`src/rtl/core/mtfe_pkg.sv`:
```
`timescale 1ns / 1ps

package mtfe_pkg;

   // Frame layout
   localparam int FRAME_LEN = 23;
   localparam int IDX_W     = $clog2(FRAME_LEN);
   localparam int BODY_LEN  = FRAME_LEN - 2;

   localparam logic [IDX_W-1:0] IDX_FIRST  = IDX_W'(0);
   localparam logic [IDX_W-1:0] IDX_CRC_LO = IDX_W'(FRAME_LEN - 2);
   localparam logic [IDX_W-1:0] IDX_CRC_HI = IDX_W'(FRAME_LEN - 1);

   localparam logic [7:0]  SOF_BYTE = 8'hA5;
   localparam logic [15:0] DATA_LEN = 16'd14;
   localparam logic [15:0] CMD_WORD = 16'h0305;

   localparam logic [7:0]  CRC8_SEED  = 8'hFF;
   localparam logic [7:0]  CRC8_POLY  = 8'h8C;
   localparam logic [15:0] CRC16_INIT = 16'hFFFF;
   localparam logic [15:0] CRC16_POLY = 16'h8408;

   typedef struct packed {
      logic [15:0] robot_id;
      logic [31:0] pos_x_bits;
      logic [31:0] pos_y_bits;
   } req_type;

   typedef struct packed {
      logic [7:0] frame_byte;
      logic       frame_end;
   } rsp_type;

   // Classified item handed from front to back
   typedef struct packed {
      req_type    report;
      logic [7:0] seq;
      logic [7:0] crc8;
   } desc_type;

   // One byte through the reflected CRC8
   function automatic logic [7:0] crc8_byte(input logic [7:0] c_in, input logic [7:0] d);
      logic [7:0] c;
      c = c_in ^ d;
      for (int b = 0; b < 8; b++) begin
         c = c[0] ? ((c >> 1) ^ CRC8_POLY) : (c >> 1);
      end
      return c;
   endfunction

   // One byte through the reflected CRC16
   function automatic logic [15:0] crc16_byte(input logic [15:0] c_in, input logic [7:0] d);
      logic [15:0] c;
      c = c_in ^ {8'h00, d};
      for (int b = 0; b < 8; b++) begin
         c = c[0] ? ((c >> 1) ^ CRC16_POLY) : (c >> 1);
      end
      return c;
   endfunction

   // CRC8 state after the three fixed header bytes
   localparam logic [7:0] CRC8_PRE =
      crc8_byte(crc8_byte(crc8_byte(CRC8_SEED, SOF_BYTE), DATA_LEN[7:0]), DATA_LEN[15:8]);

endpackage

```
`src/rtl/core/mtfe_front.sv`:
```
`timescale 1ns / 1ps

module mtfe_front import mtfe_pkg::*; (
   input  logic     clock,
   input  logic     reset,
   input  logic     req_valid,
   output logic     req_ready,
   input  req_type  req_data,
   input  logic     q_full,
   output logic     q_push,
   output desc_type q_push_data
);

   logic [7:0] seq_ff;
   logic [7:0] seq_in;

   // Take an item whenever the queue has room
   assign req_ready = !q_full;
   assign q_push    = req_valid && req_ready;

   // Tag the item with its sequence number and header CRC
   always_comb begin
      q_push_data.report = req_data;
      q_push_data.seq    = seq_ff;
      q_push_data.crc8   = crc8_byte(CRC8_PRE, seq_ff);
   end

   // Advance the sequence number once per accepted item
   always_comb begin
      seq_in = q_push ? seq_ff + 8'd1 : seq_ff;
   end

   always_ff @(posedge clock) begin
      if (reset) begin
         seq_ff <= 8'd0;
      end else begin
         seq_ff <= seq_in;
      end
   end

endmodule

```
`src/rtl/core/mtfe_queue.sv`:
```
`timescale 1ns / 1ps

module mtfe_queue import mtfe_pkg::*; #(
   parameter int DEPTH = 2
) (
   input  logic     clock,
   input  logic     reset,
   input  logic     push,
   input  desc_type push_data,
   output logic     full,
   input  logic     pop,
   output logic     head_valid,
   output desc_type head_data
);

   localparam int PTR_W = (DEPTH > 1) ? $clog2(DEPTH) : 1;
   localparam int CNT_W = $clog2(DEPTH + 1);

   desc_type            mem [0:DEPTH-1];
   logic [PTR_W-1:0]    wr_ptr_ff, wr_ptr_in;
   logic [PTR_W-1:0]    rd_ptr_ff, rd_ptr_in;
   logic [CNT_W-1:0]    count_ff, count_in;

   assign full       = (count_ff == CNT_W'(DEPTH));
   assign head_valid = (count_ff != CNT_W'(0));
   assign head_data  = mem[rd_ptr_ff];

   // Wrap pointers and track fill level
   always_comb begin
      wr_ptr_in = wr_ptr_ff;
      rd_ptr_in = rd_ptr_ff;
      count_in  = count_ff;
      if (push) begin
         wr_ptr_in = (wr_ptr_ff == PTR_W'(DEPTH - 1)) ? PTR_W'(0) : wr_ptr_ff + PTR_W'(1);
      end
      if (pop) begin
         rd_ptr_in = (rd_ptr_ff == PTR_W'(DEPTH - 1)) ? PTR_W'(0) : rd_ptr_ff + PTR_W'(1);
      end
      if (push && !pop) begin
         count_in = count_ff + CNT_W'(1);
      end else if (pop && !push) begin
         count_in = count_ff - CNT_W'(1);
      end
   end

   always_ff @(posedge clock) begin
      if (reset) begin
         wr_ptr_ff <= '0;
         rd_ptr_ff <= '0;
         count_ff  <= '0;
      end else begin
         wr_ptr_ff <= wr_ptr_in;
         rd_ptr_ff <= rd_ptr_in;
         count_ff  <= count_in;
      end
   end

   // Store entries
   always_ff @(posedge clock) begin
      if (push) begin
         mem[wr_ptr_ff] <= push_data;
      end
   end

endmodule

```
`src/rtl/core/mtfe_back.sv`:
```
`timescale 1ns / 1ps

module mtfe_back import mtfe_pkg::*; (
   input  logic     clock,
   input  logic     reset,
   input  logic     head_valid,
   input  desc_type head_data,
   output logic     pop,
   output logic     rsp_valid,
   input  logic     rsp_ready,
   output rsp_type  rsp_data
);

   logic [IDX_W-1:0] idx_ff, idx_in;
   logic [15:0]      crc_ff, crc_in;
   logic             out_valid_ff, out_valid_in;
   rsp_type          out_ff, out_in;
   logic [7:0]       body [0:BODY_LEN-1];
   logic             out_adv;
   logic             emit;
   logic             in_body;

   // Lay out the frame body little-endian
   always_comb begin
      body[0]  = SOF_BYTE;
      body[1]  = DATA_LEN[7:0];
      body[2]  = DATA_LEN[15:8];
      body[3]  = head_data.seq;
      body[4]  = head_data.crc8;
      body[5]  = CMD_WORD[7:0];
      body[6]  = CMD_WORD[15:8];
      body[7]  = head_data.report.robot_id[7:0];
      body[8]  = head_data.report.robot_id[15:8];
      body[9]  = head_data.report.pos_x_bits[7:0];
      body[10] = head_data.report.pos_x_bits[15:8];
      body[11] = head_data.report.pos_x_bits[23:16];
      body[12] = head_data.report.pos_x_bits[31:24];
      body[13] = head_data.report.pos_y_bits[7:0];
      body[14] = head_data.report.pos_y_bits[15:8];
      body[15] = head_data.report.pos_y_bits[23:16];
      body[16] = head_data.report.pos_y_bits[31:24];
      body[17] = 8'h00;
      body[18] = 8'h00;
      body[19] = 8'h00;
      body[20] = 8'h00;
   end

   // Emit one byte whenever the output register is free and a report waits at the queue head
   assign out_adv = !out_valid_ff || rsp_ready;
   assign emit    = head_valid && out_adv;
   assign in_body = (idx_ff < IDX_CRC_LO);
   assign pop     = emit && (idx_ff == IDX_CRC_HI);

   // Pick the byte, fold body bytes into the CRC
   always_comb begin
      out_in = out_ff;
      crc_in = crc_ff;
      case (idx_ff)
         IDX_CRC_LO: begin
            out_in.frame_byte = crc_ff[7:0];
            out_in.frame_end  = 1'b0;
         end
         IDX_CRC_HI: begin
            out_in.frame_byte = crc_ff[15:8];
            out_in.frame_end  = 1'b1;
         end
         default: begin
            out_in.frame_byte = in_body ? body[idx_ff] : 8'h00;
            out_in.frame_end  = 1'b0;
            crc_in = crc16_byte((idx_ff == IDX_FIRST) ? CRC16_INIT : crc_ff,
                                out_in.frame_byte);
         end
      endcase
   end

   // Step the byte index, wrap at frame end
   always_comb begin
      idx_in = idx_ff;
      if (emit) begin
         idx_in = pop ? IDX_FIRST : idx_ff + IDX_W'(1);
      end
   end

   // Hold the output until taken
   always_comb begin
      if (emit) begin
         out_valid_in = 1'b1;
      end else if (rsp_ready) begin
         out_valid_in = 1'b0;
      end else begin
         out_valid_in = out_valid_ff;
      end
   end

   always_ff @(posedge clock) begin
      if (reset) begin
         idx_ff       <= IDX_FIRST;
         out_valid_ff <= 1'b0;
      end else begin
         idx_ff       <= idx_in;
         out_valid_ff <= out_valid_in;
      end
   end

   always_ff @(posedge clock) begin
      if (emit) begin
         out_ff <= out_in;
         crc_ff <= crc_in;
      end
   end

   assign rsp_valid = out_valid_ff;
   assign rsp_data  = out_ff;

endmodule

```
`src/rtl/core/map_target_frame_encoder.sv`:
```
`timescale 1ns / 1ps

// Turns each target report (robot id, raw x and y float bits) into a 23-byte
// serial frame: 0xA5 start byte, length 14, an 8-bit wrapping sequence number,
// CRC8 over the header, command 0x0305, the report fields little-endian, four
// zero bytes and a CRC16 trailer sent low byte first. Bytes leave one per item
// on the rsp channel, the 23rd marked with frame_end. The byte serializer
// sends one byte per cycle unless rsp_ready stalls the output; a queued next
// frame follows with no gap. With the serializer idle, an accepted report is
// written into the report queue and its first byte is then registered into
// the output register. Reports are taken while the report queue (QUEUE_DEPTH
// entries) has room, so the next report can wait while a frame is still going
// out. The sequence number starts at zero after reset.

module map_target_frame_encoder import mtfe_pkg::*; #(
   parameter int QUEUE_DEPTH = 2
) (
   input  logic    clock,
   input  logic    reset,
   input  logic    req_valid,
   output logic    req_ready,
   input  req_type req_data,
   output logic    rsp_valid,
   input  logic    rsp_ready,
   output rsp_type rsp_data
);

   logic     q_full;
   logic     q_push;
   desc_type q_push_data;
   logic     q_pop;
   logic     q_head_valid;
   desc_type q_head_data;

   mtfe_front u_front (
      .clock       (clock),
      .reset       (reset),
      .req_valid   (req_valid),
      .req_ready   (req_ready),
      .req_data    (req_data),
      .q_full      (q_full),
      .q_push      (q_push),
      .q_push_data (q_push_data)
   );

   mtfe_queue #(
      .DEPTH (QUEUE_DEPTH)
   ) u_queue (
      .clock      (clock),
      .reset      (reset),
      .push       (q_push),
      .push_data  (q_push_data),
      .full       (q_full),
      .pop        (q_pop),
      .head_valid (q_head_valid),
      .head_data  (q_head_data)
   );

   mtfe_back u_back (
      .clock      (clock),
      .reset      (reset),
      .head_valid (q_head_valid),
      .head_data  (q_head_data),
      .pop        (q_pop),
      .rsp_valid  (rsp_valid),
      .rsp_ready  (rsp_ready),
      .rsp_data   (rsp_data)
   );

endmodule

```
`config.mk`:
```
export PLATFORM = sky130hd
export DESIGN_NAME = map_target_frame_encoder
export DESIGN_NICKNAME = d
export VERILOG_FILES = /design/src/rtl/core/mtfe_pkg.sv /design/src/rtl/core/mtfe_front.sv /design/src/rtl/core/mtfe_queue.sv /design/src/rtl/core/mtfe_back.sv /design/src/rtl/core/map_target_frame_encoder.sv
export SDC_FILE = /design/constraint.sdc
export NUM_CORES = 1
export LEC_CHECK = 0
export ABC_AREA = 1
export BUFFER_PORTS_ARGS = -buffer_cell sky130_fd_sc_hd__buf_2
export CAP_MARGIN = 10
export CORE_ASPECT_RATIO = 1.25
export CORE_MARGIN = 5
export CORE_UTILIZATION = 43
export CTS_CLUSTER_SIZE = 24
export DETAILED_ROUTE_END_ITERATION = 8
export PLACE_DENSITY_LB_ADDON = 0.1
export SLEW_MARGIN = 25
export SYNTH_ARGS = -nofsm -noshare
export SYNTH_HDL_FRONTEND = slang
export SYNTH_SLANG_ARGS = --single-unit
```
`constraint.sdc`:
```
create_clock -name clock -period 15.1 [get_ports clock]
set_clock_uncertainty 0.05 [all_clocks]
set_input_delay 0 -clock clock [delete_from_list [all_inputs] [get_ports clock]]
set_output_delay 0 -clock clock [all_outputs]
set_load 0.05 [all_outputs]
```
After elaboration in Yosys (flattened, before gate mapping)
Memories as Yosys holds them, arrays and structs flattened. A register that Yosys moved wholly into a read port is not among the register bits.
Cells that the tools add are included.

word-level totals
  register bits = 43
  RAM bits = 192
  input bits = 84
  output and inout bits = 11
  memories = 1

cells by class
  add/sub/neg operators = 6
  magnitude comparators = 2
  equality and inequality tests = 3
  multiplexer cells = 33
  bitwise gates (word level) = 20
  reduce and logical (&&, ||, !) cells = 16

memory list
  memory       words  bits a word  rd ports  clocked after memory_dff  write ports  line              text
  u_queue.mem  2      96           1         1                         1            mtfe_queue.sv:19  desc_type mem [0:DEPTH-1];

operators with widths
  kind                                                           count
  16-bit 2-to-1 mux                                              8
  8-bit 2-to-1 mux                                               11
  2-bit inverter with 3-bit output                               16
  8-bit binary-select mux with 5-bit select                      1
  9-bit case mux with 2 select lines                             1
  16-bit by 8-bit bitwise XOR with 16-bit output                 1
  11-bit 2-to-1 mux                                              1
  5-bit == test, second input constant                           2
  8-bit by 1-bit adder with 8-bit output, second input constant  1
  1-bit 2-to-1 mux                                               8
  6-bit greater-or-equal comparator, second input constant       1
  5-bit inverter with 6-bit output                               1
  2-bit nonzero test                                             3
  5-bit by 1-bit adder with 5-bit output, second input constant  1
  1-bit logical AND                                              5
  5-bit logical NOT                                              1
  5-bit < comparator, second input constant                      1
  5-bit 2-to-1 mux                                               1
  5-bit inverter                                                 1
  1-bit logical NOT                                              4
  2-bit 2-to-1 mux                                               2
  1-bit adder, second input constant                             2
  2-bit by 1-bit adder with 2-bit output, second input constant  1
  2-bit == test, second input constant                           1
  other kinds (5)                                                5

Depth between registers and ports, before layout
  word-level depth = 22
  gate-level depth with buffers = 18

Modules after synthesis
From an unflattened synthesis, not the netlist that was laid out.

second synthesis, totals
  cell total of the unflattened synthesis = 1005
  area total of the unflattened synthesis = 11499.8 µm²

by module, submodules not included
  module      instances  cells an instance  area an instance (µm²)  seq. area each (µm²)
  mtfe_queue  1          332                7354.6                  5865.6
  mtfe_back   1          490                2917.8                  870.8
  mtfe_front  1          183                1227.4                  160.2

Worst setup path before layout
OpenSTA, ideal clock, no wires.

  path type = reg2reg
  start point = register u_queue.count_ff[0]
  end point = memory u_queue.mem[1][0] in the netlist's numbering (enable)
  setup time = 0.553 ns
  arrival = 5.011 ns
  data required time = 14.497 ns
  path slack = 9.485 ns
  cell stages (with the launch flop) = 5
  clock period less this slack = 5.615 ns
  cells stage by stage = dfxtp_1 -> inv_1 -> nand2_1 -> nand2_1 -> nor2_1

between the ends
  cells in the longest elaborated chain, start to end = 5

RTL lines
  what                                    line                            text
  start: declaration                      mtfe_queue.sv:22                logic [CNT_W-1:0] count_ff, count_in;
  start signal: assignment                mtfe_queue.sv:54                count_ff <= count_in;
  2-bit == test                           mtfe_queue.sv:24                assign full = (count_ff == CNT_W'(DEPTH));
  1-bit logical NOT                       mtfe_front.sv:18                assign req_ready = !q_full;
  net req_ready                           map_target_frame_encoder.sv:21  output logic req_ready,
  1-bit logical AND                       mtfe_front.sv:19                assign q_push = req_valid && req_ready;
  1-bit 2-to-1 mux                        mtfe_queue.sv:60                if (push) begin
  1-bit 2-to-1 mux (implied by the code)  mtfe_queue.sv:61                mem[wr_ptr_ff] <= push_data;
  end: declaration                        mtfe_queue.sv:19

The timed path passes the listed nets, and every way through them passes these cells.

Worst setup path in the final report
  start point = register u_back.idx_ff[2]
  end point = register u_queue.count_ff[1]

between the ends
  cells in the longest elaborated chain, start to end = 5
  elaborated cells between the ends (all ways) = 7
  classes of those cells = eq/ne: 1; mux: 1; reduce/logical: 5

RTL lines
  what                                                           line              text
  start: declaration                                             mtfe_back.sv:14   logic [IDX_W-1:0] idx_ff, idx_in;
  start signal: assignment                                       mtfe_back.sv:100  idx_ff <= idx_in;
  5-bit == test (*)                                              mtfe_back.sv:52   assign pop = emit && (idx_ff == IDX_CRC_HI);
  1-bit logical AND (*)                                          mtfe_back.sv:52
  1-bit logical NOT                                              mtfe_queue.sv:39  if (push && !pop) begin
  1-bit logical AND                                              mtfe_queue.sv:39
  2-bit 2-to-1 mux / 2-bit nonzero test (equally long branches)  n/a

Mark *: on every way between the ends. The rest lies on a longest branch, timed or not.
A chain may end at the register's enable or synchronous reset.

==> results.toml <==
[status]
status = "finished clean"

[synthesis]
synth_fp_nets = 1129
synthDistinctLibCells = 34
ys_seq_area_frac = 0.661
synth_xor_area_frac = 0.0134
synth_edf_count = 217
synth_compound_area_frac = 0.0470
synth_top_family_by_area = "simple AND/OR/NAND/NOR gates"
synth-adder-area-share = 0.00719
syn-cell-area_sq_um = 10400
ys.flop_type = "edfxtp_1"
synth.avg_cell_area_sq_um = 10.0
synthMuxAreaShare = 0
synth_warnings = 0
synth_seq_cells = 236
synthArstFlopShare = 0
yosys.area_share.simple = 0.212
postSynthCellCount = 1039

[timing]
finalCritPeriodShare = 0.243
max_freq_mhz = 272
finalHoldViolations = 0
setup_tns_ns = 0
worstMarginPinSlew_ns = 0.958
max-slew-margin-rel = 0.361
setup_viol = 0
finalCriticalPeriod_ns = 3.68
whs_ns = 0.139
finalMaxSlewViolations = 0
rsz0062_at_grt = "false"

[power]
power.leakage_nw = 5.32
power_density_nw_per_um2 = 134
p_total_mw = 1.72
ir_worst_vdd_mv = 0.0834

[clocking]
tritoncts = "done"
numCtsBuffers = 26
htreeDepth = 1
cts_sinks = 236
cts_root_buffer = "clkbuf_16"
insertion_delay_ns = 0.53
postCtsSetupRepairBufs = 0
cts_buffer_depth = 3
clk_pin_slew_ns = 0.06

[grt]
grt_start_max_net_pins = 87
grtUsageMet3 = 0.0253
busiest_layer = "met2"
grt_overflow_total = 0
met1_usage = 0.254
grt_usage = 0.189
grt_pass1_vias = 7622
grt_pass1_wl_um = 41100
met2_usage = 0.328
antenna_found_initial = 0

[worst_setup_path]
max_stage_delay_ns = 0.70
critPathArrivalTime_ns = 4.03
cp_max_fo = 12
path_cells = "inv_1 -> nor2_1 -> nand3_1 -> nor2_1 -> inv_1 -> ha_1 -> a21oi_1 -> o21ai_0 -> o21ai_0 -> a21oi_1"
crit_required_ns = 15.46
critPathBufInv = 2
timing.critical_path.to_type = "flip-flop"
crit_family = "simple AND/OR/NAND/NOR gates"
critical_path.slowest_cell = "nor2_1"
crit_type = "flip-flop to flip-flop"
cp-start-kind = "flip-flop"

[placement]
hpwl_um = 15900
io_buffers = 94
gp_congestion = 0.816

[detailed_routing]
routed_wl_um = 25500
vias_per_cell = 4.81
drc = 0
drt-initial-drc-count = 537
wl_per_cell_um = 16.3
route.vias.total = 7534
antenna_left = 0
drtPass1Iterations = 5

[final_layout]
final_nets = 1310
final_cell_mix = "nand2_1, edfxtp_1, nor2_1"
layout_commonest_cell = "nand2_1"
num_antenna_cells = 0
drive_gt1_frac = 0.131
fillers = 2164
syn_to_final_growth_pct = 23.1

[floorplanning]
die_height_um = 184
initial_core_util = 0.439
die_w_um = 149
core_area_sq_um = 23800
num_io_pins = 95
placementRows = 63
dieArea_sq_um = 27500

[worst_hold_path]
hold_path.class = "input port to flip-flop"

[run]
cap_viol_max_count = 0
## per-stage QoR
step,instances,setup WS [ns],area [sq um],util
final,1565,11.42,12800,0.540
after global routing,1565,10.98,12800,0.540
after CTS,1565,11.38,12800,0.540
after detailed placement,1433,11.42,11200,0.471
after global placement,1432,11.44,11200,0.470
after floorplan,1039,9.49,10400,-
## cells by family (layout without fill, tap and decap cells)
kind of cell | after synthesis | in the layout
AOI/OAI and AO/OA | 92 | 92
xor gates and xnor gates | 16 | 16
adders and majority gates | 6 | 6
buffers and inverters | 142 | 343
DFF | 236 | 236
and+or+nand+nor | 547 | 547
## area by class of cell
type                    instances  area (sq um)  area share
multi-input cells             661          2950       0.229
flip-flops and latches        236          6900       0.537
clock inverters                16           103     0.00798
clock buffers                  32           694      0.0540
well taps                     325           407      0.0316
inverters                     108           405      0.0315
repair buffers                187          1400       0.109
## sequential cells by signal, summed over array words and instances (netlist names), named ones only
register           flops
u_front.seq_ff         8
u_queue.count_ff       2
u_queue.mem          192
u_back.rsp_data        9
u_back.crc_ff         16
u_back.idx_ff          5
u_queue.wr_ptr_ff      1
u_queue.rd_ptr_ff      1
u_back.rsp_valid       1
## cell usage after synthesis (all sizes together) (2+ instances only)
cell type  number  area, sq um
o21ai          53          265
dfxtp          19          380
ha              6         75.1
o211ai          2         15.0
xor2           11         96.3
nand2         342         1300
nor3            9         45.0
or2             2         12.5
clkbuf          2         7.51
edfxtp        217         6520
nand3          80          400
clkinv          3         11.3
xnor2           5         43.8
nor2          109          424
a221o           3         30.0
a31oi           3         18.8
inv           105          394
a21oi          28          140
buf            32          208
nor3b           2         15.0
## final timing paths
kind | cells after the start | end | slack [ns] | startpoint
max | 10 | u_queue.count_ff[1]$_SDFFE_PP0P_ | 11.42 | u_back.idx_ff[2]$_SDFFE_PP0N_
min | 2 | u_queue.mem[0][50]$_DFFE_PP_ | 0.14 | req_data[34]
max reg2reg | 10 | u_queue.count_ff[1]$_SDFFE_PP0P_ | 11.42 | u_back.idx_ff[2]$_SDFFE_PP0N_
min reg2reg | 1 | flip-flop | 0.40 | u_queue.rd_ptr_ff$_SDFFE_PP0N_
## what timing repair did
item	CTS	global route
hold buffers	84	0
resized for setup	0	0
hold endpoints to repair	171	0
## power by group
part / switching (mW) / leakage (nW) / internal (mW)
logic: 0.206 / 2.74 / 0.0983
registers: 0.0245 / 2.18 / 0.801
clock network: 0.247 / 0.398 / 0.342
## routing by layer
metal	vias to the layer above	wire length (um)
met4	0	444
met2	170	12800
met1	3532	11100
li1	3802	-
met3	30	1170
met5	-	0
(Power assumes the default switching activity.)
